[src/hdl/nlm_pkg.sv]
// Package for the nearest location match unit: types, constants and codes.
// Depends on nothing; used by every module of the block.
package nlm_pkg;

    localparam int Capacity = 1024;
    localparam int AddrW = $clog2(Capacity);
    localparam int CountW = $clog2(Capacity + 1);
    localparam int CoordW = 30;
    localparam int DiffW = 31;
    localparam int SqW = 62;
    localparam int SumW = 63;
    localparam int DistW = 31;
    localparam int LinkW = 20;
    localparam int IndexW = 21;
    localparam int SqrtSteps = 32;
    localparam int StepW = $clog2(SqrtSteps + 1);

    localparam logic [1:0] OP_LOAD = 2'd0;
    localparam logic [1:0] OP_QUERY = 2'd1;
    localparam logic [1:0] OP_CLEAR = 2'd2;

    localparam logic [1:0] KIND_NONE = 2'd0;
    localparam logic [1:0] KIND_LINK = 2'd1;
    localparam logic [1:0] KIND_OTHER = 2'd2;

    localparam logic [1:0] REG_MAX_DISTANCE = 2'd0;
    localparam logic [1:0] REG_NEAR_ENOUGH = 2'd1;
    localparam logic [1:0] REG_INDEX_BASE = 2'd2;

    typedef enum logic [2:0] {
        ST_IDLE,
        ST_READ,
        ST_DIFF,
        ST_SQUARE,
        ST_SQRT,
        ST_UPDATE,
        ST_REPORT
    } state_t;

    // Commands from the controller to the datapath.
    typedef struct packed {
        logic load;
        logic clear;
        logic capture_query;
        logic read_cand;
        logic calc_diff;
        logic calc_square;
        logic sqrt_init;
        logic sqrt_step;
        logic update;
        logic report;
    } cmd_t;

    // Status back to the controller.
    typedef struct packed {
        logic scan_done;
        logic sqrt_done;
        logic stop_early;
    } status_t;

endpackage

[src/hdl/nlm_ctrl.sv]
// Controller state machine of the nearest location match unit.
// Depends on nlm_pkg.
module nlm_ctrl
(
    input  logic                clk,
    input  logic                rst_n,
    input  logic                start,
    input  logic [1:0]          op,
    input  nlm_pkg::status_t    status,
    output logic                busy,
    output nlm_pkg::cmd_t       cmd
);

    nlm_pkg::state_t state_reg, state_next;

    // State register.
    always_ff @(posedge clk or negedge rst_n)
    begin
        if (!rst_n)
        begin
            state_reg <= nlm_pkg::ST_IDLE;
        end
        else
        begin
            state_reg <= state_next;
        end
    end

    // Next state and commands.
    always_comb
    begin
        state_next = state_reg;
        cmd = '0;
        busy = (state_reg != nlm_pkg::ST_IDLE);
        unique case (state_reg)
            nlm_pkg::ST_IDLE:
            begin
                if (start)
                begin
                    // The unused op code is taken and dropped.
                    unique case (op)
                        nlm_pkg::OP_LOAD:
                        begin
                            cmd.load = 1'b1;
                        end
                        nlm_pkg::OP_CLEAR:
                        begin
                            cmd.clear = 1'b1;
                        end
                        nlm_pkg::OP_QUERY:
                        begin
                            cmd.capture_query = 1'b1;
                            state_next = nlm_pkg::ST_READ;
                        end
                        default:
                        begin
                        end
                    endcase
                end
            end
            nlm_pkg::ST_READ:
            begin
                if (status.scan_done)
                begin
                    state_next = nlm_pkg::ST_REPORT;
                end
                else
                begin
                    cmd.read_cand = 1'b1;
                    state_next = nlm_pkg::ST_DIFF;
                end
            end
            nlm_pkg::ST_DIFF:
            begin
                cmd.calc_diff = 1'b1;
                state_next = nlm_pkg::ST_SQUARE;
            end
            nlm_pkg::ST_SQUARE:
            begin
                cmd.calc_square = 1'b1;
                state_next = nlm_pkg::ST_SQRT;
            end
            nlm_pkg::ST_SQRT:
            begin
                if (status.sqrt_done)
                begin
                    state_next = nlm_pkg::ST_UPDATE;
                end
                else
                begin
                    cmd.sqrt_step = 1'b1;
                end
            end
            nlm_pkg::ST_UPDATE:
            begin
                cmd.update = 1'b1;
                state_next = status.stop_early ? nlm_pkg::ST_REPORT : nlm_pkg::ST_READ;
            end
            nlm_pkg::ST_REPORT:
            begin
                cmd.report = 1'b1;
                state_next = nlm_pkg::ST_IDLE;
            end
            default:
            begin
                state_next = nlm_pkg::ST_IDLE;
            end
        endcase
        cmd.sqrt_init = cmd.calc_square;
    end

    // Assertions.
    a_report_leaves: assert property (@(posedge clk) disable iff (!rst_n)
        (state_reg == nlm_pkg::ST_REPORT) |=> (state_reg == nlm_pkg::ST_IDLE))
        else $error("report did not return to idle");
    a_query_enters: assert property (@(posedge clk) disable iff (!rst_n)
        (state_reg == nlm_pkg::ST_IDLE && start && op == nlm_pkg::OP_QUERY)
        |=> (state_reg == nlm_pkg::ST_READ))
        else $error("query did not start a scan");
    a_one_hot_cmd: assert property (@(posedge clk) disable iff (!rst_n)
        $onehot0({cmd.load, cmd.clear, cmd.capture_query, cmd.read_cand,
                  cmd.calc_diff, cmd.sqrt_step, cmd.update, cmd.report}))
        else $error("overlapping commands");

endmodule

[config.mk]
export PLATFORM = sky130hd
export DESIGN_NAME = nlm_ctrl
export DESIGN_NICKNAME = d
export VERILOG_FILES = /design/src/hdl/nlm_pkg.sv /design/src/hdl/nlm_ctrl.sv
export SDC_FILE = /design/constraint.sdc
export NUM_CORES = 1
export LEC_CHECK = 0
export BUFFER_PORTS_ARGS = -buffer_cell sky130_fd_sc_hd__buf_2
export CAP_MARGIN = 30
export CORE_AREA = 2 2 39 41
export DETAILED_ROUTE_END_ITERATION = 6
export DIE_AREA = 0 0 41 43
export GPL_TIMING_DRIVEN = 0
export PLACE_DENSITY = 0.57
export SKIP_LAST_GASP = 1
export SYNTH_ARGS = -nofsm -noshare
export SYNTH_HDL_FRONTEND = slang
export SYNTH_SLANG_ARGS = --single-unit
[constraint.sdc]
create_clock -name clk -period 3.6 [get_ports clk]
set_clock_uncertainty 0.15 [all_clocks]
set_input_delay 0.72 -clock clk [delete_from_list [all_inputs] [get_ports clk]]
set_output_delay 0.72 -clock clk [all_outputs]
set_load 0.05 [all_outputs]
==> results.md <==
- Standard-cell rows: 14
- Post-Route WL: 674 um
- Count of pins over their slew limit: 0
- Avg Cell Area, Syn: 9.634 sq um
- GRT overflow: 0
- YS warnings: 0
- Die width: 41 um
- Post_cts resized: 0
- Initial drt markers: 5
- Critical R2R Capture: state_reg[2]$_DFFE_PN0P_
- Hold crit path type: primary input to asynchronous set/reset pin
- Num CTS Buffers: 3
- Critical path class: flop to output pin
- Die Area: 0.001763 sq mm
- Critical path arrival: 1.65 ns
- Drt wl/cell: 9.912 um
- Max-cap check violation count: 0
- CTS H-Tree Depth: 1
- Post-CTS Hold Buffers: 0
- CTS tree: done
- Gr usage total: 0.08927
- Final hold viol count: 0
- First-pass GRT wire length: 1014 um
- Sequential-to-total area share from yosys stat: 0.2597
- Worst setup SP type: flop
- Sequential Area: 75.07 sq um
- Clock Path Buffers: 2
- Setup crit start: state_reg[2]$_DFFE_PN0P_
- Period utilization: 0.6994
- I/O Buffers: 18
- DRC Markers: 0
- Status: complete, no violations
- Ports: 19
- Detailed Routing Iterations Pass 1: 4
- Die Height: 43 um
- Detail Route Antenna Nets: 0
- Synth unique cells: 22
- Most frequent cells in the layout: buf_2 (19), clkbuf_4 (3), dfrtp_1 (3)
- P&R area growth vs syn: 47.19%
- Starting Density: 0.2089
- Mapped Area: 289.0 sq um
- Core area: 0.001384 sq mm
- Clock Latency Late Sink: 0.24 ns
- TNS Setup: 0 ns
- Initial antenna violation count: 0
- Leakage: 0.0002161 uW
- Root Buffer: clkbuf_4
- Peak supply drop: 0.2019 mV
- Achievable frequency: 397.2 MHz
- Diode count: 0
- Postcts setup bufs: 0
- Final net count: 61
- CP max FO: 9
- Setup violations, final: 0
- Filler cell count: 148
- Relative slew slack: 0.8353
- Most common cell after layout, fill and taps aside: buf_2
- CP endpoint: cmd[9]
- DR vias/cell: 4.574
- Clk sinks: 3
- Vias: 311
- Share of cells above drive strength 1: 0.5577
- Vias in the first global route: 251
- Net Count, Synth: 38
- Setup crit end kind: output pin
- Worst-path clk slew: 0.04 ns
- Largest net degree at the start of global routing: 11
- Total power: 416.1 uW
- RSZ-0062 raised after global routing: no
- Reg2reg start: state_reg[1]$_DFFE_PN0P_
- Routability cong.: 0.6326
- Number of cells produced by synthesis: 30
- Worst-Margin Slew: 0.2488 ns
- Area taken by multi-input logic gates: 171.4 sq um
- Seq cells post-synth: 3
- Worst reg2reg setup slack: 2.40 ns
- DP Wirelength: 481.2 um
- Power Dens Cells: 978.2 mW/mm^2
- CP required: 2.73 ns
- R2R depth: 3
- Clock period minus worst slack: 2.518 ns
- Largest register FFs: 3
==> cells in the mapped netlist, drive strengths merged <==
master	number	area, sq um
o22ai	1	6.260
a21oi	1	5.000
and3	1	7.510
nand2	1	3.750
o32ai	1	8.760
nand3b	1	7.510
nor2	1	3.750
or2b	1	7.510
inv	2	7.510
nor4	1	6.260
buf	4	35.03
nor3	2	10.01
dfrtp	3	75.07
nor3b	2	15.01
nor2b	1	6.260
nor4b	2	47.55
or3	1	11.26
a31oi	1	6.260
o21ai	2	10.01
xnor2	1	8.760
==> per-layer routing <==
layer | global-route usage | share of wire | vias up
li1 | - | - | 150
met1 | 0.1090 | 0.41 | 139
met2 | 0.1156 | 0.45 | 19
met3 | 0.01571 | 0.11 | 3
met4 | 0.1000 | 0.031 | 0
met5 | 0 | 0 | -
==> cell type report <==
type | instances | share of cell area
Buffer | 4 | 0.08235
Clock buffer | 4 | 0.06176
Inverter | 2 | 0.01765
Multi-Input combinational cell | 21 | 0.4029
Sequential cell | 3 | 0.1765
Tap cell | 16 | 0.04706
Timing Repair Buffer | 18 | 0.2118
==> report_power, final <==
part | total, uW | switching (uW) | internal (uW)
combinational | 302 | 204 | 97.8
sequential | 54.3 | 4.59 | 49.7
clock | 59.6 | 18.1 | 41.6
==> kinds of logic after synthesis <==
logic type      Yosys count  share of synthesized area
flops                     3                     0.2597
compound gates            6                     0.1256
xor+xnor                  1                    0.03031
buf+inv                   6                     0.1472
simple gates             14                     0.4373
==> through the flow <==
step / std cells / util / setup WS [ns] / cell area (sq um) / hold slack (ns)
2_1_floorplan: 30 / - / 0.5612 / 289.0 / 0.2744
3_3_place_gp: 64 / 0.2884 / 1.276 / 399.1 / 0.3674
5_1_grt: 68 / 0.3074 / 1.027 / 425.4 / 0.1148
4_1_cts: 68 / 0.3074 / 1.063 / 425.4 / 0.1148
3_5_place_dp: 64 / 0.2884 / 1.281 / 399.1 / 0.3682
6_report: 68 / 0.3074 / 1.082 / 425.4 / 0.1201
==> worst min path at each step <==
stage                from                  endpoint  slack (ns)
floorplan           rst_n  state_reg[0]$_DFFE_PN0P_        0.27
global route        rst_n  state_reg[2]$_DFFE_PN0P_        0.11
detailed placement  rst_n  state_reg[2]$_DFFE_PN0P_        0.37
finish              rst_n  state_reg[0]$_DFFE_PN0P_        0.12
CTS                 rst_n  state_reg[0]$_DFFE_PN0P_        0.11
global placement    rst_n  state_reg[2]$_DFFE_PN0P_        0.37
==> worst max-delay path: stages (launching register included) <==
cell and delay (ns):
dfrtp_1 0.36, buf_6 0.13, or3_4 0.42, nor4b_4 0.20, buf_2 0.29
(Power assumes the default switching activity.)
